## src/rtl/ddp_pkg.sv

```systemverilog
// ddp_pkg: types and constants shared by the distance difference pixel core
// item structs, register codes and the fixed widths of the datapath
// no dependencies
package ddp_pkg;

  // field and datapath widths, all fixed by the 8-bit pixel and 12-bit points
  localparam int PIX_W   = 8;
  localparam int COORD_W = 12;
  localparam int DX_W    = 13;  // pixel minus point, signed
  localparam int SQ_W    = 23;  // one squared difference
  localparam int D2_W    = 24;  // squared distance
  localparam int ROOT_W  = 20;  // sqrt of squared distance << 16, q.8
  localparam int REM_W   = 22;  // sqrt partial remainder
  localparam int DIFF_W  = 21;  // signed difference of two roots
  localparam int Q_W     = 14;  // difference after scaling

  // times two then drop the 8 fractional bits
  localparam int DIFF_SHIFT = 7;
  localparam int BLUE_MID   = 128;

  // pipeline shape
  localparam int SQ_STAGES     = 3;
  localparam int SQRT_STEPS    = ROOT_W;
  localparam int PRE_DEPTH     = SQ_STAGES + SQRT_STEPS;
  // stages ahead of the output, plus difference stage, output and skid registers
  localparam int MAX_IN_FLIGHT = PRE_DEPTH + 3;

  // register port
  localparam int ADDR_W = 4;
  localparam int DATA_W = 32;

  typedef enum logic [1:0] {
    REG_POINT_A_X = 2'd0,
    REG_POINT_A_Y = 2'd1,
    REG_POINT_B_X = 2'd2,
    REG_POINT_B_Y = 2'd3
  } reg_idx_e;

  typedef struct packed {
    logic [PIX_W-1:0] pixel_x;
    logic [PIX_W-1:0] pixel_y;
  } in_item_t;

  typedef struct packed {
    logic [PIX_W-1:0] red_channel;
    logic [PIX_W-1:0] green_channel;
    logic [PIX_W-1:0] blue_channel;
  } out_item_t;

  typedef struct packed {
    logic signed [COORD_W-1:0] a_x;
    logic signed [COORD_W-1:0] a_y;
    logic signed [COORD_W-1:0] b_x;
    logic signed [COORD_W-1:0] b_y;
  } points_t;

endpackage

```

## src/rtl/ddp_sqrt_step.sv

```systemverilog
// ddp_sqrt_step: one registered digit step of the restoring square root
// takes two radicand bits and yields one root bit; depends on ddp_pkg
module ddp_sqrt_step (
  input  logic                       clk_i,
  input  logic                       en_i,
  input  logic [ddp_pkg::D2_W-1:0]   rad_i,
  input  logic [ddp_pkg::REM_W-1:0]  rem_i,
  input  logic [ddp_pkg::ROOT_W-1:0] root_i,
  output logic [ddp_pkg::D2_W-1:0]   rad_o,
  output logic [ddp_pkg::REM_W-1:0]  rem_o,
  output logic [ddp_pkg::ROOT_W-1:0] root_o
);
  import ddp_pkg::*;

  logic [REM_W+1:0]  rem_sh, trial, rem_sub;
  logic              fits;
  logic [D2_W-1:0]   rad_q;
  logic [REM_W-1:0]  rem_q;
  logic [ROOT_W-1:0] root_q;

  // bring down the next pair and try root*4+1
  assign rem_sh  = {rem_i, rad_i[D2_W-1 -: 2]};
  assign trial   = {{(REM_W-ROOT_W){1'b0}}, root_i, 2'b01};
  assign fits    = rem_sh >= trial;
  assign rem_sub = rem_sh - trial;

  always_ff @(posedge clk_i) begin
    if (en_i) begin
      // consumed bits leave at the top, zeros fill the fractional part
      rad_q  <= {rad_i[D2_W-3:0], 2'b00};
      rem_q  <= fits ? rem_sub[REM_W-1:0] : rem_sh[REM_W-1:0];
      root_q <= {root_i[ROOT_W-2:0], fits};
    end
  end

  assign rad_o  = rad_q;
  assign rem_o  = rem_q;
  assign root_o = root_q;

endmodule

```

## config.mk

```make
export PLATFORM = sky130hd
export DESIGN_NAME = ddp_sqrt_step
export DESIGN_NICKNAME = d
export VERILOG_FILES = /design/src/rtl/ddp_pkg.sv /design/src/rtl/ddp_sqrt_step.sv
export SDC_FILE = /design/constraint.sdc
export NUM_CORES = 1
export LEC_CHECK = 0
export BUFFER_PORTS_ARGS = -buffer_cell sky130_fd_sc_hd__buf_2
export CORE_ASPECT_RATIO = 1.1
export CORE_UTILIZATION = 45
export CTS_CLUSTER_SIZE = 8
export DETAILED_ROUTE_END_ITERATION = 8
export PLACE_DENSITY_LB_ADDON = 0.12
export SETUP_SLACK_MARGIN = 0.02
export SLEW_MARGIN = 20
export SYNTH_ARGS = -nofsm -noshare
export SYNTH_HDL_FRONTEND = slang
export SYNTH_SLANG_ARGS = --single-unit
```

## constraint.sdc

```tcl
create_clock -name clk_i -period 2.7 [get_ports clk_i]
set_input_delay 0.27 -clock clk_i [delete_from_list [all_inputs] [get_ports clk_i]]
set_output_delay 0.27 -clock clk_i [all_outputs]
set_load 0.02 [all_outputs]
```

==> metrics.txt <==
Port Buf Inserts 131; crit start category input pin; Crit path largest cell delay about 0.6 ns; Post-Syn Area roughly 0.0037 mm²; hold crit path type input pin to register; CTS Root Cell clkbuf_8; Syn Inst Count 319; ys async rst share 0; commonest non-fill, non-tap cell in the layout buf_2; Critical path buffers and inverters 1; Top delay family on crit path simple AND/OR/NAND/NOR gates; WP data arrival 2.36 ns; Top-Level Pins 134; clock slew at reported path FFs 0.08 ns; final worst-path cycle share 0.8393; Routability Congestion 0.9052; post_cts resized 0; Pwr Total 2.946 mW; max-slew violation count 0; WL final 8541 µm; slowest stage cell, crit path or4_2; DIE WIDTH 87.96 µm; aggregate global routing overflow 0; Core ar. 0.007913 mm²; Design Area, Final 0.004767 mm²; GRT Overall Usage 0.2025; crit path max fanout 5; First-pass DRT Iterations 5; CTS tree done; pin count of the biggest net entering global routing 65; Die Span Y about 97 µm; Pwr Density around 620 mW/mm²; Syn-to-layout area delta 30.35%; fill count between 700 and 800; first-pass GRT wire length 12900 µm; Leakage 2.115 nW; ranking of synthesized cells by area edfxtp_1 (53%), ha_1 (7.5%), mux2_2 (5.9%); final worst slack between 0.4 and 0.5 ns; Critical Path RT around 2.8 ns; Post-Route Setup TNS 0 ns; WL per Instance 14.65 µm; largest area contributor in the netlist edfxtp_1; EDFF count, synth 64; Sink Count 64; clock buffer depth 2; hold buffers post-CTS 0; synth warn 0; RSZ-0062 raised after global routing no; initial drt markers 121; initial antenna violation count 0; Post-CTS Setup Repair Bufs 0; most frequent cells in the layout buf_2 (131), edfxtp_1 (64), inv_1 (25), nand2_1 (25), a21oi_1 (24); post-synth cell types 50; Avg Inst Size Synth 11.46 µm²; Vias 3042; vias per cell 5.218; die footprint around 0.0085 mm²; post-place setup slack 0.06838 ns; DRC Markers 0; Worst VDD drop roughly 0.00029 V; Seq/Total Area, Yosys 0.5255; fraction of layout cells with a size suffix above 1 0.4084; post-synth top area share 0.5255; # setup viols final 0; row count 34; kind of critical path input pin to register; ANT cells 0; f_max between 400 and 500 MHz; ANT nets after route 0; Synth Flop Type edfxtp_1; Period minus WS final approximately 2.3 ns; Num CTS Buffers 9; Detail Placement HPWL 6590 µm; htree depth 3; status finished, final reports clean; Post-layout nets 560; final core utilization 0.6025; Critical Path End Type register; FF+latch count, synth 64; worst-path cell chain buf_2 > ha_1 > a21oi_1 > a2111oi_4 > or4_2 > and4_1 > mux2_2; Post-Layout Cell Count 583; vias in the first global route roughly 2800; Initial Util 0.4622; max_cap viols 0; placed insts 567; hold slack 0.09919 ns; dpl cell area 0.004547 mm²; Hold Fails Final Rpt 0
-- Yosys cell counts, types with 3 or more instances --
library cell	instances
buf_2	3
and2_1	4
nor2b_1	4
a211oi_1	6
inv_1	25
ha_1	22
mux2_2	19
nor3_1	8
a21o_1	3
o21a_1	5
edfxtp_1	64
nand4_1	5
nand2_1	25
nor4_1	3
xor2_1	3
o31ai_1	3
clkbuf_1	6
xnor2_1	10
o21ai_0	19
nand3_1	5
a21oi_1	24
nor2_1	15
-- path summary, 6_finish.rpt --
kind	cells past startpoint	slack [ns]	from	endpoint
setup / recovery	7	0.43	rem_i[4]	rem_o[17]
hold / removal	1	0.1	rad_i[8]	rad_o[10]
-- cells by family (layout without fill, tap and decap cells) --
group	count (synthesis)	after routing	synth area share
multiplexers	21	21	0.06398
AO/OA/AOI/OAI	80	80	0.1488
flip-flops	64	64	0.5255
XOR/XNOR	13	13	0.03113
AND/OR/NAND/NOR	80	80	0.1081
buffers and inverters	38	193	0.04618
other	1	2	0.001025
adder cells (fa/ha/maj)	22	22	0.07526
-- final cells by class --
cell class | instances | area (µm²) | share of cell area
clock buffers | 10 | 127.6 | 0.02677
clock inverters | 6 | 92.59 | 0.01942
inverters | 25 | 93.84 | 0.01969
multi-input cells | 218 | 1570 | 0.3294
flip-flops and latches | 64 | 1922 | 0.4031
well taps | 108 | 135.1 | 0.02835
repair buffers | 152 | 825.8 | 0.1732
-- metal layers --
layer  wire length, µm  share of wire  vias to the layer above  track usage
met1              3863           0.45                     1394       0.2531
met5                 0              0                        -            0
li1                  -              -                     1498            -
met4               157          0.018                        0      0.07514
met2              3954           0.46                      132       0.3320
met3               566          0.066                       18      0.05862
-- report_power, final --
part | internal (mW) | total, mW | switching, mW | leakage (nW)
clock network | 0.525 | 0.923 | 0.398 | 0.103
logic | 0.322 | 0.776 | 0.454 | 1.39
registers | 1.22 | 1.25 | 0.0242 | 0.627
-- flip-flops by register name (all words and copies together) (netlist names) --
register,cells
rad_o,22
rem_o,22
root_o,20
Power figures use the tool's default switching activity.
