$ cat config.mk
export PLATFORM = sky130hd
export DESIGN_NAME = ddp_regs
export DESIGN_NICKNAME = d
export VERILOG_FILES = /design/src/rtl/ddp_pkg.sv /design/src/rtl/ddp_regs.sv
export SDC_FILE = /design/constraint.sdc
export NUM_CORES = 1
export LEC_CHECK = 0
export BUFFER_PORTS_ARGS = -buffer_cell sky130_fd_sc_hd__buf_2
export CORE_ASPECT_RATIO = 1.25
export CORE_MARGIN = 8
export CORE_UTILIZATION = 41
export DETAILED_ROUTE_END_ITERATION = 10
export PLACE_DENSITY = 0.77
export SETUP_SLACK_MARGIN = 0.4
export SLEW_MARGIN = 15
export SYNTH_ARGS = -nofsm -noshare
export SYNTH_HDL_FRONTEND = slang
export SYNTH_SLANG_ARGS = --single-unit
$ cat constraint.sdc
create_clock -name clk_i -period 1.24 [get_ports clk_i]
set_clock_uncertainty 0.05 [all_clocks]
set_input_delay 0.124 -clock clk_i [delete_from_list [all_inputs] [get_ports clk_i]]
set_output_delay 0.124 -clock clk_i [all_outputs]
set_load 0.005 [all_outputs]
$ cat src/rtl/ddp_pkg.sv
// ddp_pkg: types and constants shared by the distance difference pixel core
// item structs, register codes and the fixed widths of the datapath
// no dependencies
package ddp_pkg;

  // field and datapath widths, all fixed by the 8-bit pixel and 12-bit points
  localparam int PIX_W   = 8;
  localparam int COORD_W = 12;
  localparam int DX_W    = 13;  // pixel minus point, signed
  localparam int SQ_W    = 23;  // one squared difference
  localparam int D2_W    = 24;  // squared distance
  localparam int ROOT_W  = 20;  // sqrt of squared distance << 16, q.8
  localparam int REM_W   = 22;  // sqrt partial remainder
  localparam int DIFF_W  = 21;  // signed difference of two roots
  localparam int Q_W     = 14;  // difference after scaling

  // times two then drop the 8 fractional bits
  localparam int DIFF_SHIFT = 7;
  localparam int BLUE_MID   = 128;

  // pipeline shape
  localparam int SQ_STAGES     = 3;
  localparam int SQRT_STEPS    = ROOT_W;
  localparam int PRE_DEPTH     = SQ_STAGES + SQRT_STEPS;
  // stages ahead of the output, plus difference stage, output and skid registers
  localparam int MAX_IN_FLIGHT = PRE_DEPTH + 3;

  // register port
  localparam int ADDR_W = 4;
  localparam int DATA_W = 32;

  typedef enum logic [1:0] {
    REG_POINT_A_X = 2'd0,
    REG_POINT_A_Y = 2'd1,
    REG_POINT_B_X = 2'd2,
    REG_POINT_B_Y = 2'd3
  } reg_idx_e;

  typedef struct packed {
    logic [PIX_W-1:0] pixel_x;
    logic [PIX_W-1:0] pixel_y;
  } in_item_t;

  typedef struct packed {
    logic [PIX_W-1:0] red_channel;
    logic [PIX_W-1:0] green_channel;
    logic [PIX_W-1:0] blue_channel;
  } out_item_t;

  typedef struct packed {
    logic signed [COORD_W-1:0] a_x;
    logic signed [COORD_W-1:0] a_y;
    logic signed [COORD_W-1:0] b_x;
    logic signed [COORD_W-1:0] b_y;
  } points_t;

endpackage

$ cat src/rtl/ddp_regs.sv
// ddp_regs: register file for the two reference points
// apb-style write and read port, depends on ddp_pkg
module ddp_regs (
  input  logic                      clk_i,
  input  logic                      rst_ni,
  input  logic                      psel,
  input  logic                      penable,
  input  logic                      pwrite,
  input  logic [ddp_pkg::ADDR_W-1:0] paddr,
  input  logic [ddp_pkg::DATA_W-1:0] pwdata,
  output logic [ddp_pkg::DATA_W-1:0] prdata,
  output logic                      pready,
  output ddp_pkg::points_t          points_o
);
  import ddp_pkg::*;

  points_t  points_q;
  logic     wr_en;
  reg_idx_e idx;
  logic signed [COORD_W-1:0] rd_val;

  assign pready = 1'b1;
  assign wr_en  = psel & penable & pwrite & pready;
  assign idx    = reg_idx_e'(paddr[3:2]);

  // register writes
  always_ff @(posedge clk_i or negedge rst_ni) begin
    if (!rst_ni) begin
      points_q <= '0;
    end else if (wr_en) begin
      case (idx)
        REG_POINT_A_X: points_q.a_x <= pwdata[COORD_W-1:0];
        REG_POINT_A_Y: points_q.a_y <= pwdata[COORD_W-1:0];
        REG_POINT_B_X: points_q.b_x <= pwdata[COORD_W-1:0];
        REG_POINT_B_Y: points_q.b_y <= pwdata[COORD_W-1:0];
        default: ;
      endcase
    end
  end

  // read mux, sign-extended
  always_comb begin
    case (idx)
      REG_POINT_A_X: rd_val = points_q.a_x;
      REG_POINT_A_Y: rd_val = points_q.a_y;
      REG_POINT_B_X: rd_val = points_q.b_x;
      REG_POINT_B_Y: rd_val = points_q.b_y;
      default:       rd_val = '0;
    endcase
  end

  assign prdata   = {{(DATA_W-COORD_W){rd_val[COORD_W-1]}}, rd_val};
  assign points_o = points_q;

endmodule

==> key figures <==
Status
  • Status: finished with violations
  • Violated checks: negative setup slack

Synth
  • XOR/XNOR share of the synthesized area: 0%
  • Post-synthesis simple-gate area fraction: under 10%
  • Synth Net Count: about 180
  • Sequential share of the synthesized area: between 50% and 60%
  • Post-Syn Area: around 2300 sq um
  • Synth Area in Compound Gates: 0%
  • Synth warn: 0
  • Largest family of logic cells by synthesized area: multiplexers
  • Synthesized area per cell: between 15 and 20 sq um
  • Synthesized flop and latch total: 48
  • Synth Area in Adders: 0%
  • Post-synthesis mux area share: a little over a third
  • Mapped Cells: around 140
  • Netlist cell types: 13

Clock network
  • Clk Latency, worst-skew pair: approximately 0.30 ns
  • CTS sink count: 48
  • Root Buffer: clkbuf_8
  • CTS tree: yes
  • CTS max path bufs: 2
  • Clk slew on worst S/H paths: approximately 0.10 ns
  • # H-tree levels: 2
  • CTS buffer count: 5

Timing
  • Fin Setup TNS: -11.96 ns
  • Unrepaired setup endpoints after global routing: yes
  • Setup violations, final: 35
  • Fmax: 0.592 GHz
  • Tmin final: 1.69 ns
  • Final Slew Violations: 0
  • Final hold viol count: 0
  • Worst Slack Setup Final: -0.448 ns
  • Fin Hold WS: between 0.04 and 0.05 ns
  • Tcrit/Tclk final: 136%

Final layout
  • Final net count: between 300 and 400
  • Fill cell count: about 270
  • Most frequent cells in the layout: buf_6, buf_2, mux2_4
  • Synth-to-Final Area Change: 96.5%
  • Commonest non-fill, non-tap cell in the layout: buf_6
  • N_diodes: 0
  • Design area: about 4500 sq um
  • Max FFs per register: 48
  • Layout cells sized above 1: roughly 86%

Routing
  • Final routed DRC violation total: 0
  • Vias: 2037
  • Routed WL: between 9000 and 10000 microns
  • 1st-iter DRT viols: 73
  • WL/cell: roughly 24 microns
  • Antenna Nets Post-Route: 0
  • Avg Vias per Cell: 5.20
  • Router iterations before antenna repair: 4

Floorplanning
  • Chip Width: 83.2 microns
  • # rows: 30
  • DIE HEIGHT: between 90 and 100 microns
  • Core area: 5440 sq um
  • Die area: around 8300 sq um
  • IO Count: around 120
  • Initial Util: a little over two fifths

Placement
  • Final HPWL from detailed placement: 4570 microns
  • I/O Buffers: just under 100
  • Placed Area: 3050 sq um
  • GP Congestion: 0.705

Critical path
  • Largest fanout on the critical path: 5
  • WP data arrival: 1.51 ns
  • Endpoint class of the critical path: output pin
  • WP data required: about 1.1 ns
  • Critical path startpoint category: register
  • Crit Path Class: register to output pin

Global routing
  • GRT overflow: 0
  • Vias in the first global route: ~2100
  • Largest net degree at the start of global routing: slightly below 50
  • Initial antenna violation count: 0
  • Global-route wire length before repair: roughly 12000 microns
  • GRT Resource Usage Total: 18.4%

Pwr
  • PwrDens: roughly 1600 nW/um^2
  • VDD IR-drop max: between 0.0007 and 0.0008 V
  • LEAKAGE: approximately 2.3 nW

Min path
  • Min-delay worst type: input port to register

Job
  • Max cap viols: 0
## cells by family (layout without fill, tap and decap cells)
| logic type | after synthesis | in the layout |
|---|---|---|
| other | 1 | 1 |
| flip-flops | 48 | 48 |
| buffers and inverters | 28 | 210 |
| multiplexers | 60 | 63 |
| AND/OR/NAND/NOR | 5 | 6 |
## layout make-up
type                    count  area [sq um]  share of cell area, %
repair buffers            203          2020                   44.4
flip-flops and latches     48          1210                   26.6
multi-input cells          70          1160                   25.5
well taps                  64          80.1                   1.76
clock buffers               5          68.8                   1.52
clock inverters             2          12.5                  0.275
## cells in the mapped netlist
master	instances	share of area [%]
dfrtp_1	48	52
mux2_2	47	23
buf_4	23	7.5
mux4_2	12	12
buf_6	4	1.9
and3_4	1	0.49
and3b_4	1	0.54
buf_2	1	0.22
conb_1	1	0.16
mux2_1	1	0.49
nand3_2	1	0.43
nand3b_4	1	0.87
nor3b_4	1	0.81
## layer usage
layer  global-route usage [%]  wire [microns]  vias up
met2                     34.2            5190       86
met5                        0               0        -
met3                     4.13             389       28
met4                     8.81             402        0
met1                     19.1            3410     1044
li1                         -               -      879
## where the power goes
part           total, mW  internal (mW)  switching, mW
Combinational       3.94           2.70           1.24
Clock              0.923          0.383          0.540
Sequential          2.27           1.94          0.333
Total               7.13           5.02           2.11
## worst paths after layout
path,start,to,slack (ns),cells after the start
setup / recovery,points_o[23],prdata[26],-0.45,2
hold / removal,pwdata[11],points_o[11],0.05,2
setup reg to reg,points_o[11],points_o[11],0.04,4
hold reg to reg,points_o[19],points_o[19],0.55,1
max in group asynchronous,rst_ni,points_o[47],0.60,3
min in group asynchronous,rst_ni,points_o[17],0.30,3
## per-stage QoR
step           cells  power [mW]  util (%)  worst slack, ns
2_1_floorplan    142        3.27         -           -0.140
3_3_place_gp     297        3.93      56.1           -0.119
3_5_place_dp     297        4.01      56.1           -0.127
4_1_cts          352        6.17      73.9           -0.379
5_1_grt          392        7.42      83.4           -0.462
6_report         392        7.13      83.4           -0.448
## worst max-delay path, cell delays in order (launching register included)
cell	delay, ns
dfrtp_2	0.47
mux4_2	0.56
buf_2	0.18
## repair_timing
| item | in CTS | in global routing |
|---|---|---|
| pin swaps | 3 | 1 |
| buffers inserted | 44 | 39 |
| gates resized for setup | 106 | 50 |
| setup endpoints to repair | 128 | 128 |
| cloned | 3 | 1 |
| hold endpoints to repair | 48 | 0 |
| hold buffers | 1 | 0 |
(Power assumes the default switching activity.)
