### src/rtl/ddp_pkg.sv
// ddp_pkg: types and constants shared by the distance difference pixel core
// item structs, register codes and the fixed widths of the datapath
// no dependencies
package ddp_pkg;

  // field and datapath widths, all fixed by the 8-bit pixel and 12-bit points
  localparam int PIX_W   = 8;
  localparam int COORD_W = 12;
  localparam int DX_W    = 13;  // pixel minus point, signed
  localparam int SQ_W    = 23;  // one squared difference
  localparam int D2_W    = 24;  // squared distance
  localparam int ROOT_W  = 20;  // sqrt of squared distance << 16, q.8
  localparam int REM_W   = 22;  // sqrt partial remainder
  localparam int DIFF_W  = 21;  // signed difference of two roots
  localparam int Q_W     = 14;  // difference after scaling

  // times two then drop the 8 fractional bits
  localparam int DIFF_SHIFT = 7;
  localparam int BLUE_MID   = 128;

  // pipeline shape
  localparam int SQ_STAGES     = 3;
  localparam int SQRT_STEPS    = ROOT_W;
  localparam int PRE_DEPTH     = SQ_STAGES + SQRT_STEPS;
  // stages ahead of the output, plus difference stage, output and skid registers
  localparam int MAX_IN_FLIGHT = PRE_DEPTH + 3;

  // register port
  localparam int ADDR_W = 4;
  localparam int DATA_W = 32;

  typedef enum logic [1:0] {
    REG_POINT_A_X = 2'd0,
    REG_POINT_A_Y = 2'd1,
    REG_POINT_B_X = 2'd2,
    REG_POINT_B_Y = 2'd3
  } reg_idx_e;

  typedef struct packed {
    logic [PIX_W-1:0] pixel_x;
    logic [PIX_W-1:0] pixel_y;
  } in_item_t;

  typedef struct packed {
    logic [PIX_W-1:0] red_channel;
    logic [PIX_W-1:0] green_channel;
    logic [PIX_W-1:0] blue_channel;
  } out_item_t;

  typedef struct packed {
    logic signed [COORD_W-1:0] a_x;
    logic signed [COORD_W-1:0] a_y;
    logic signed [COORD_W-1:0] b_x;
    logic signed [COORD_W-1:0] b_y;
  } points_t;

endpackage

### src/rtl/ddp_dist_sq.sv
// ddp_dist_sq: three-stage squared distance from a pixel to one point
// difference, square, sum; depends on ddp_pkg
module ddp_dist_sq (
  input  logic                               clk_i,
  input  logic                               en_i,
  input  logic [ddp_pkg::PIX_W-1:0]          pixel_x_i,
  input  logic [ddp_pkg::PIX_W-1:0]          pixel_y_i,
  input  logic signed [ddp_pkg::COORD_W-1:0] ref_x_i,
  input  logic signed [ddp_pkg::COORD_W-1:0] ref_y_i,
  output logic [ddp_pkg::D2_W-1:0]           d2_o
);
  import ddp_pkg::*;

  logic signed [DX_W-1:0]   dx_d, dy_d, dx_q, dy_q;
  logic signed [2*DX_W-1:0] prod_x, prod_y;
  logic [SQ_W-1:0]          sqx_q, sqy_q;
  logic [D2_W-1:0]          d2_d, d2_q;

  // stage 1: coordinate differences
  assign dx_d = $signed({{(DX_W-PIX_W){1'b0}}, pixel_x_i}) - $signed({ref_x_i[COORD_W-1], ref_x_i});
  assign dy_d = $signed({{(DX_W-PIX_W){1'b0}}, pixel_y_i}) - $signed({ref_y_i[COORD_W-1], ref_y_i});

  // stage 2: squares, never negative and below 2^23
  assign prod_x = dx_q * dx_q;
  assign prod_y = dy_q * dy_q;

  // stage 3: sum of squares
  assign d2_d = {1'b0, sqx_q} + {1'b0, sqy_q};

  always_ff @(posedge clk_i) begin
    if (en_i) begin
      dx_q  <= dx_d;
      dy_q  <= dy_d;
      sqx_q <= prod_x[SQ_W-1:0];
      sqy_q <= prod_y[SQ_W-1:0];
      d2_q  <= d2_d;
    end
  end

  assign d2_o = d2_q;

endmodule

### config.mk
export PLATFORM = sky130hd
export DESIGN_NAME = ddp_dist_sq
export DESIGN_NICKNAME = d
export VERILOG_FILES = /design/src/rtl/ddp_pkg.sv /design/src/rtl/ddp_dist_sq.sv
export SDC_FILE = /design/constraint.sdc
export NUM_CORES = 1
export LEC_CHECK = 0
export BUFFER_PORTS_ARGS = -buffer_cell sky130_fd_sc_hd__buf_2
export CELL_PAD_IN_SITES_DETAIL_PLACEMENT = 2
export CELL_PAD_IN_SITES_GLOBAL_PLACEMENT = 2
export CORE_MARGIN = 2
export CORE_UTILIZATION = 30
export CTS_BUF_LIST = sky130_fd_sc_hd__clkbuf_4 sky130_fd_sc_hd__clkbuf_8
export DETAILED_ROUTE_END_ITERATION = 16
export PLACE_DENSITY = 0.73
export SETUP_SLACK_MARGIN = 0.15
export SYNTH_ARGS = -nofsm -noshare
export SYNTH_HDL_FRONTEND = slang
export SYNTH_SLANG_ARGS = --single-unit
### constraint.sdc
create_clock -name clk_i -period 12.4 [get_ports clk_i]
set_input_delay 1.86 -clock clk_i [delete_from_list [all_inputs] [get_ports clk_i]]
set_output_delay 1.86 -clock clk_i [all_outputs]
set_load 0.01 [all_outputs]
==> out/qor.txt <==
Status: completed
RR Startpoint: dx_q[12]$_DFFE_PP_
Routability cong.: 0.790
Post-Synthesis Cells: 1432
Post-synth top area share: 0.344
Final Slew Violations: 0
Setup WS post-layout: 6.10 ns
CP Launch Point: dx_q[12]$_DFFE_PP_
Warnings, synthesis: 0
Hold Path Depth: 1
Clock root cell: clkbuf_8
I/O Buffers: 65
Post-layout minimum cycle time: 6.30 ns
Largest net degree at the start of global routing: 55
Crit. End Element: flop
Buf/Inv on CP: 5
Post-synth top area cell: fa_1
Clock Skews: 0.0186 ns
Cell depth of the worst setup path: 18
Worst-Margin Slew: 0.929 ns
Num ports: 66
Avg WL per Cell: 16.6 um
RSZ-0062 raised after global routing: no
Die Span X: 225 um
Mapped Area: 14700 um2
# placed instances: 2092
Core region area: 48600 um2
Fillcell total: 5402
Place WS: 5.99 ns
NumNets Final: 1945
Area contributors post-synth: fa_1, edfxtp_1, ha_1
Fmax: 0.159 GHz
Crit-path max cell delay: 0.97 ns
Critical Path Source Type: flop
Syn Nets: 1896
DR vias: 9651
Most used flip-flop cell after synthesis: edfxtp_1
Num rows: 81
FF+latch area: 2820 um2
Crit path kind: flop to flop
First-pass GRT wire length: 58800 um
Final setup TNS: 0 ns
Max_cap viols: 0
Setup Buffers After CTS: 0
ANT nets after route: 0
Share of cells above drive strength 1: 0.0686
P&R area growth vs syn: 8.15%
Crit path max fanout: 24
Fin crit share: 0.508
H-tree lvl count: 3
Clk_lat worst skew: 0.42 ns
CP max-delay cell: edfxtp_1
Hold buffers post-CTS: 0
Router iterations before antenna repair: 5
R2R cell count: 18
Final Hold Vio Count: 0
Cell family with most CP delay: adder cells
Clock sinks: 94
Die Area: 50700 um2
DR DRC count: 0
DR iter-0 viols: 248
CTS clk-pin slew, worst paths: 0.11 ns
Reg2Reg Setup Slack: 6.10 ns
CTS resizes: 0
Asr flop ratio synth: 0
Die height: 225 um
CTS Buf Count: 9
GRT Overall Usage: 0.149
Final cell count without fillers: 2109
Commonest non-fill, non-tap cell in the layout: inv_1
Multi-input logic area: 10400 um2
Initial core utilization: 0.302
Critical Path AT: 6.48 ns
Seq cells post-synth: 94
Hold Worst Slack: 0.563 ns
WL final: 35000 um
Most frequent cells in the layout: inv_1, fa_1, ha_1
Worst setup path end: sqx_q[22]$_DFFE_PP_
DP HPWL: 30500 um
Vias in the first global route: 11500
CTS tree: done
Hold Path Class: flop to flop
Mapped Avg Cell Area: 10.2 um2
Rel. slew slack: 0.380
Initial antenna violation count: 0
Post-synth EDFFs: 94
Sequential share of the synthesized area: 0.192
GRT overflow: 0
Setup violators final: 0
CTS Buffer Depth: 2
Library cells used by synthesis: 51
Worst EP required: 12.58 ns
Reg2reg end: sqx_q[22]$_DFFE_PP_
Crit-path cells: nand2_1, fa_1, inv_1, fa_1, inv_1, fa_1, inv_1, fa_1, inv_1, fa_1, inv_1, ha_1, ha_1, or3_1, a211o_1, a31o_1, a21oi_1, xnor2_1
Vias per cell: 4.58
## sequential cells by signal, indices dropped and copies added, names as in the netlist
register and count:
sqx_q 22, sqy_q 22, dy_q 13, dx_q 13
d2_o 24
## synthesized netlist by cell type, drive strengths merged, types with 11 or more instances
cell type and number:
o21ai 26, ha 170, nor2b 23, clkbuf 28, fa 252, nor2 78, inv 355, a21oi 29
nor3 11, xnor2 81, xor2 20, a211oi 11, and2 38, nand2 118, a21o 20, edfxtp 94
## how the worst min path moves through the flow
stage                        from                 end  slack [ns]
4_1_cts        sqy_q[0]$_DFFE_PP_   d2_o[0]$_DFFE_PP_        0.58
5_1_grt        sqy_q[2]$_DFFE_PP_   d2_o[2]$_DFFE_PP_        0.60
2_1_floorplan   dy_q[0]$_DFFE_PP_  sqy_q[0]$_DFFE_PP_        0.45
6_report       sqy_q[0]$_DFFE_PP_   d2_o[0]$_DFFE_PP_        0.56
3_5_place_dp   sqy_q[0]$_DFFE_PP_   d2_o[0]$_DFFE_PP_        0.54
3_3_place_gp   sqx_q[0]$_DFFE_PP_   d2_o[0]$_DFFE_PP_        0.53
## logic make-up after synthesis
logic type / Yosys count / synth area share
compound gates: 132 / 0.0670
xor+xnor: 101 / 0.0603
fa+ha+maj: 422 / 0.489
buf+inv: 383 / 0.0980
flops: 94 / 0.192
mux: 2 / 0.00136
simple gates: 298 / 0.0920
## worst register-to-register path, stage by stage, from the launching register on
cell      delay (ns)
edfxtp_1        0.97
nand2_1         0.25
fa_1            0.65
inv_1           0.07
fa_1            0.66
inv_1           0.17
fa_1            0.52
inv_1           0.06
fa_1            0.53
inv_1           0.05
fa_1            0.49
inv_1           0.05
ha_1            0.28
ha_1            0.23
or3_1           0.35
a211o_1         0.27
a31o_1          0.22
a21oi_1         0.17
xnor2_1         0.09
## layer usage
layer | part of all wire | vias up | global-route usage | wire length (um)
met2 | 0.53 | 94 | 0.278 | 18600
met1 | 0.43 | 5024 | 0.182 | 15100
li1 | - | 4509 | - | -
met5 | 0 | - | 0 | 0
met4 | 0.011 | 0 | 0.0280 | 402
met3 | 0.025 | 24 | 0.0219 | 891
## through the flow
| step | util | instance area (um2) |
|---|---|---|
| 2_1_floorplan | - | 14700 |
| 3_3_place_gp | 0.322 | 15700 |
| 3_5_place_dp | 0.322 | 15700 |
| 4_1_cts | 0.326 | 15900 |
| 5_1_grt | 0.326 | 15900 |
| 6_report | 0.326 | 15900 |
## layout make-up
type | instances | area share
Tap cell | 622 | 0.0491
Clock buffer | 10 | 0.00828
Inverter | 355 | 0.0840
Multi-Input combinational cell | 955 | 0.656
Sequential cell | 94 | 0.178
Timing Repair Buffer | 66 | 0.0211
Clock inverter | 6 | 0.00331
Antenna cell | 1 | 0.000158
Power is not shown: default switching activity piles up to over one toggle a cycle in this logic, so the estimate is an artifact.
