## config.mk

```make
export PLATFORM = sky130hd
export DESIGN_NAME = ddp_out_stage
export DESIGN_NICKNAME = d
export VERILOG_FILES = /design/src/rtl/ddp_pkg.sv /design/src/rtl/ddp_out_stage.sv
export SDC_FILE = /design/constraint.sdc
export NUM_CORES = 1
export LEC_CHECK = 0
export ABC_AREA = 1
export BUFFER_PORTS_ARGS = -buffer_cell sky130_fd_sc_hd__buf_2
export CORE_ASPECT_RATIO = 1.4
export CORE_MARGIN = 2
export CORE_UTILIZATION = 57
export DETAILED_ROUTE_END_ITERATION = 12
export PLACE_DENSITY = 0.81
export SLEW_MARGIN = 20
export SYNTH_ARGS = -nofsm -noshare
export SYNTH_HDL_FRONTEND = slang
export SYNTH_SLANG_ARGS = --single-unit
```

## constraint.sdc

```tcl
create_clock -name clk_i -period 3.8 [get_ports clk_i]
set_input_delay 0 -clock clk_i [delete_from_list [all_inputs] [get_ports clk_i]]
set_output_delay 0 -clock clk_i [all_outputs]
set_load 0.05 [all_outputs]
```

## src/rtl/ddp_pkg.sv

```systemverilog
// ddp_pkg: types and constants shared by the distance difference pixel core
// item structs, register codes and the fixed widths of the datapath
// no dependencies
package ddp_pkg;

  // field and datapath widths, all fixed by the 8-bit pixel and 12-bit points
  localparam int PIX_W   = 8;
  localparam int COORD_W = 12;
  localparam int DX_W    = 13;  // pixel minus point, signed
  localparam int SQ_W    = 23;  // one squared difference
  localparam int D2_W    = 24;  // squared distance
  localparam int ROOT_W  = 20;  // sqrt of squared distance << 16, q.8
  localparam int REM_W   = 22;  // sqrt partial remainder
  localparam int DIFF_W  = 21;  // signed difference of two roots
  localparam int Q_W     = 14;  // difference after scaling

  // times two then drop the 8 fractional bits
  localparam int DIFF_SHIFT = 7;
  localparam int BLUE_MID   = 128;

  // pipeline shape
  localparam int SQ_STAGES     = 3;
  localparam int SQRT_STEPS    = ROOT_W;
  localparam int PRE_DEPTH     = SQ_STAGES + SQRT_STEPS;
  // stages ahead of the output, plus difference stage, output and skid registers
  localparam int MAX_IN_FLIGHT = PRE_DEPTH + 3;

  // register port
  localparam int ADDR_W = 4;
  localparam int DATA_W = 32;

  typedef enum logic [1:0] {
    REG_POINT_A_X = 2'd0,
    REG_POINT_A_Y = 2'd1,
    REG_POINT_B_X = 2'd2,
    REG_POINT_B_Y = 2'd3
  } reg_idx_e;

  typedef struct packed {
    logic [PIX_W-1:0] pixel_x;
    logic [PIX_W-1:0] pixel_y;
  } in_item_t;

  typedef struct packed {
    logic [PIX_W-1:0] red_channel;
    logic [PIX_W-1:0] green_channel;
    logic [PIX_W-1:0] blue_channel;
  } out_item_t;

  typedef struct packed {
    logic signed [COORD_W-1:0] a_x;
    logic signed [COORD_W-1:0] a_y;
    logic signed [COORD_W-1:0] b_x;
    logic signed [COORD_W-1:0] b_y;
  } points_t;

endpackage

```

## src/rtl/ddp_out_stage.sv

```systemverilog
// ddp_out_stage: distance difference, blue scaling and saturation,
// output register with a one-item skid; depends on ddp_pkg
module ddp_out_stage (
  input  logic                       clk_i,
  input  logic                       rst_ni,
  input  logic                       valid_i,
  input  ddp_pkg::in_item_t          tag_i,
  input  logic [ddp_pkg::ROOT_W-1:0] root_a_i,
  input  logic [ddp_pkg::ROOT_W-1:0] root_b_i,
  output logic                       en_o,
  output logic                       out_valid_o,
  input  logic                       out_stall_i,
  output ddp_pkg::out_item_t         out_item_o
);
  import ddp_pkg::*;

  logic                     vld_q;
  in_item_t                 tag_q;
  logic signed [DIFF_W-1:0] diff_d, diff_q, diff_adj;
  logic signed [Q_W-1:0]    q, blue_s;
  logic [PIX_W-1:0]         blue;
  out_item_t                tail_item, out_q, skid_q;
  logic                     out_valid_q, skid_valid_q, out_held;

  // the pipeline moves whenever the skid register is free
  assign en_o     = !skid_valid_q;
  assign out_held = out_valid_q & out_stall_i;

  // difference stage
  assign diff_d = $signed({1'b0, root_a_i}) - $signed({1'b0, root_b_i});

  always_ff @(posedge clk_i or negedge rst_ni) begin
    if (!rst_ni) begin
      vld_q <= 1'b0;
    end else if (en_o) begin
      vld_q <= valid_i;
    end
  end

  always_ff @(posedge clk_i) begin
    if (en_o) begin
      tag_q  <= tag_i;
      diff_q <= diff_d;
    end
  end

  // scale by two over 256, truncating toward zero, then clamp around mid grey
  assign diff_adj = diff_q + (diff_q[DIFF_W-1] ? DIFF_W'(2**DIFF_SHIFT - 1) : '0);
  assign q        = Q_W'(diff_adj >>> DIFF_SHIFT);
  assign blue_s   = q + Q_W'(BLUE_MID);

  always_comb begin
    if (q < -BLUE_MID) begin
      blue = '0;
    end else if (q > BLUE_MID - 1) begin
      blue = '1;
    end else begin
      blue = blue_s[PIX_W-1:0];
    end
  end

  assign tail_item = '{red_channel: tag_q.pixel_x, green_channel: tag_q.pixel_y,
                       blue_channel: blue};

  // output and skid control
  always_ff @(posedge clk_i or negedge rst_ni) begin
    if (!rst_ni) begin
      out_valid_q  <= 1'b0;
      skid_valid_q <= 1'b0;
    end else if (skid_valid_q) begin
      if (!out_stall_i) begin
        out_valid_q  <= 1'b1;
        skid_valid_q <= 1'b0;
      end
    end else if (out_held) begin
      skid_valid_q <= vld_q;
    end else begin
      out_valid_q <= vld_q;
    end
  end

  // output and skid data
  always_ff @(posedge clk_i) begin
    if (skid_valid_q) begin
      if (!out_stall_i) begin
        out_q <= skid_q;
      end
    end else if (out_held) begin
      skid_q <= tail_item;
    end else begin
      out_q <= tail_item;
    end
  end

  assign out_valid_o = out_valid_q;
  assign out_item_o  = out_q;

endmodule

```

==> results.sh <==
export IMPL_final_util_pct=70.0
export IMPL_maxSlewHeadroom_pct=36.0
export IMPL_slew_viol_final=0
export IMPL_clockBufferDepth=2
export IMPL_setup_viol=0
export IMPL_dieArea_mm2=0.00945
export IMPL_ys_ff_latch=88
export IMPL_holdCritStartpoint="root_b_i[0]"
export IMPL_cts_hold_buf=20
export IMPL_r2r_cells=16
export IMPL_die_w_um=82.7
export IMPL_power_density_mw_per_mm2=724
export IMPL_holdPathStages=3
export IMPL_postCtsResizedCells=0
export IMPL_grt_overflow_total=0
export IMPL_fillerInstances=645
export IMPL_max_cap_violations=0
export IMPL_worstPathCellList="ha_1, nand2_1, inv_1, nand2_1, nand2_2, nand2_1, nand2_2, nand3_1, nand2_1, nand2_1, nor2_1, nand3_1, nand2_4, nand2_1, nand3_1, nand2_1"
export IMPL_power_frac_seq_pct=40.2
export IMPL_wl_per_cell_um=13.6
export IMPL_clk_latency_ps=340
export IMPL_syn_to_final_growth_pct=20.4
export IMPL_setup_tns_ps=0
export IMPL_cp_common_cell="nand2_1"
export IMPL_core_area_mm2=0.00851
export IMPL_cp_end_kind="flop"
export IMPL_cts_tree="built"
export IMPL_max_stage_delay_ps=540
export IMPL_seq_area_frac_synth_pct=53.1
export IMPL_clock_sinks=88
export IMPL_ioPinCount=86
export IMPL_p_sw_mw=1.83
export IMPL_ys_types=42
export IMPL_place_ws_ps=1280
export IMPL_via_per_inst=5.25
export IMPL_power_switching_share_pct=42.5
export IMPL_antenna_found_initial=0
export IMPL_place_hpwl_um=7370
export IMPL_rsz0062_at_grt="no"
export IMPL_finalCritPeriodShare_pct=66.7
export IMPL_start_kind="flop"
export IMPL_vias=3868
export IMPL_drc_errors=0
export IMPL_path_depth=16
export IMPL_h_tree_depth=3
export IMPL_grt_pass1_vias=3787
export IMPL_worstMarginPinSlew_ps=959
export IMPL_drt_total_wl_um=10100
export IMPL_p_int_mw=2.48
export IMPL_critPathArrivalTime_ps=2620
export IMPL_cts_reportedPaths_clkPinSlew_ps=60
export IMPL_grtUsageTotal_pct=22.7
export IMPL_dieHeight_um=114
export IMPL_min_period_ps=2540
export IMPL_hold_path_class="in -> reg"
export IMPL_postCtsSetupBuffers=0
export IMPL_numCtsBuffers=9
export IMPL_cp_required_ps=3890
export IMPL_critPathKind="reg -> reg"
export IMPL_drt_pass1_iter_count=5
export IMPL_grt_pass1_wl_um=16200
export IMPL_worst_slack_ps=1260
export IMPL_r2r_end="out_item_o[3]$_DFFE_PP_"
export IMPL_start_util_pct=58.1
export IMPL_antenna_cells=0
export IMPL_yosys_warnings=0
export IMPL_combPwrFrac_pct=41.2
export IMPL_synth_avg_cell_area_um2=9.60
export IMPL_final_nets=714
export IMPL_grt_max_degree=63
export IMPL_antenna_left=0
export IMPL_rows=40
export IMPL_peakVddDrop_mv=0.598
export IMPL_min_to="diff_q[0]$_DFFE_PN_"
export IMPL_clock_skew_ps=4.87
export IMPL_port_buffers=85
export IMPL_slowest_stage="edfxtp_1"
export IMPL_crit_buf_inv=1
export IMPL_clockRootBuffer="clkbuf_16"
export IMPL_syn_inst=515
export IMPL_p_leak_nw=2.72
export IMPL_p_clk_share_pct=18.6
export IMPL_outcome="complete, no violations"
export IMPL_cp_top_family="simple AND/OR/NAND/NOR gates"
export IMPL_drtIter0Drc=168
export IMPL_max_freq_mhz=394
export IMPL_synth_nets=602
export IMPL_reg2reg_slack_ps=1260
export IMPL_syn_area_mm2=0.00494
export IMPL_r2r_start="diff_q[20]$_DFFE_PN_"
export IMPL_drive_gt1_share_pct=22.3
export IMPL_place_congestion=0.960
export IMPL_cp_max_fo=14
export IMPL_hold_violations=0
==> logic make-up (layout without fill, tap and decap cells) <==
family / count (synthesis) / count (layout) / share of synthesized area [%]
buf+inv: 67 / 184 / 5.62
xor+xnor: 25 / 25 / 4.43
compound gates: 63 / 63 / 8.00
fa+ha+maj: 27 / 27 / 6.98
flops: 88 / 88 / 53.1
simple gates: 245 / 245 / 21.8
==> cells in the final DEF, fill, tap and decap left out, drive strengths merged, types with 3 or more instances in the layout <==
master / n
xnor2: 13
nand2: 166
nand4: 6
clkbuf: 10
ha: 26
nor3: 5
xor2: 12
dlygate4sd3: 20
clkinv: 3
edfxtp: 85
a21o: 4
o21ai: 19
clkinvlp: 3
nand3: 37
a21oi: 30
buf: 88
inv: 60
nor2: 26
dfrtp: 3
==> cell usage after synthesis (all sizes together) <==
| cell | count | area [um^2] |
|---|---|---|
| a21boi | 2 | 15.0 |
| a21o | 4 | 30.0 |
| nand3b | 2 | 15.0 |
| a21oi | 30 | 180 |
| nand3 | 37 | 205 |
| nor2 | 26 | 115 |
| dfrtp | 3 | 75.1 |
| clkbuf | 5 | 18.8 |
| nor3 | 5 | 30.0 |
| inv | 59 | 224 |
| o21a | 2 | 15.0 |
| o21ai | 19 | 110 |
| xor2 | 12 | 105 |
| clkinv | 1 | 3.75 |
| and2 | 1 | 8.76 |
| edfxtp | 85 | 2550 |
| o211ai | 1 | 7.51 |
| ha | 26 | 325 |
| nor4 | 2 | 12.5 |
| a31oi | 1 | 6.26 |
| fa | 1 | 20.0 |
| nand4 | 6 | 37.5 |
| buf | 2 | 31.3 |
| o21bai | 2 | 15.0 |
| a211oi | 1 | 7.51 |
| nand2 | 166 | 656 |
| a221oi | 1 | 8.76 |
| xnor2 | 13 | 114 |
==> routing by layer <==
| metal | up-vias | share of wire (%) | wire length (um) | track usage (%) |
|---|---|---|---|---|
| met5 | - | 0 | 0 | 0 |
| met1 | 1747 | 38 | 3850 | 23.3 |
| met3 | 29 | 4.3 | 431 | 3.39 |
| met2 | 129 | 54 | 5380 | 41.9 |
| li1 | 1963 | - | - | - |
| met4 | 0 | 3.9 | 393 | 13.1 |
==> layout make-up <==
type                            count  area (um^2)  area share, %
Multi-Input combinational cell    360         2050           34.3
Clock inverter                      6         45.0          0.756
Inverter                           60          229           3.84
Tap cell                          105          131           2.21
Timing Repair Buffer              108          648           10.9
Sequential cell                    88         2630           44.1
Clock buffer                       10          229           3.84
==> worst min-delay path: cells and delay by family <==
family | cells | cell delay [ps]
adders and majority gates | 1 | 110
buffers and inverters | 2 | 110
==> power by group through the flow <==
stage | Clock, mW | Sequential, mW | Combinational, mW
6_report | 0.801 | 1.73 | 1.77
5_1_grt | 0.855 | 1.77 | 1.95
4_1_cts | 0.814 | 1.73 | 1.78
3_5_place_dp | 0 | 1.75 | 1.76
3_3_place_gp | 0 | 1.74 | 1.71
2_1_floorplan | 0 | 2.18 | 0.930
==> worst max-delay path by stage <==
| stage | start | endpoint | slack (ps) |
|---|---|---|---|
| 2_1_floorplan | out_valid_o$_DFFE_PN0P_ | out_item_o[0]$_DFFE_PP_ | 970 |
| 3_3_place_gp | diff_q[20]$_DFFE_PN_ | out_item_o[6]$_DFFE_PP_ | 1360 |
| 3_5_place_dp | diff_q[20]$_DFFE_PN_ | out_item_o[6]$_DFFE_PP_ | 1280 |
| 4_1_cts | diff_q[20]$_DFFE_PN_ | out_item_o[6]$_DFFE_PP_ | 1270 |
| 5_1_grt | diff_q[20]$_DFFE_PN_ | out_item_o[6]$_DFFE_PP_ | 990 |
| 6_report | diff_q[20]$_DFFE_PN_ | out_item_o[3]$_DFFE_PP_ | 1260 |
==> sequential cells by signal, indices dropped and copies added, names as in the netlist <==
register      cells
diff_q           21
out_item_o       24
out_valid_o       1
skid_q           24
skid_valid_q      1
tag_q            16
vld_q             1
==> metrics by stage <==
step	total power, mW	area (um^2)	cells	hold WS [ps]
2_1_floorplan	3.11	4940	515	-296
3_3_place_gp	3.45	5480	701	-205
3_5_place_dp	3.51	5480	701	-201
4_1_cts	4.33	5950	737	33.0
5_1_grt	4.58	5960	737	63.3
6_report	4.31	5960	737	42.9
No activity file was read; power rests on OpenSTA's default activity.
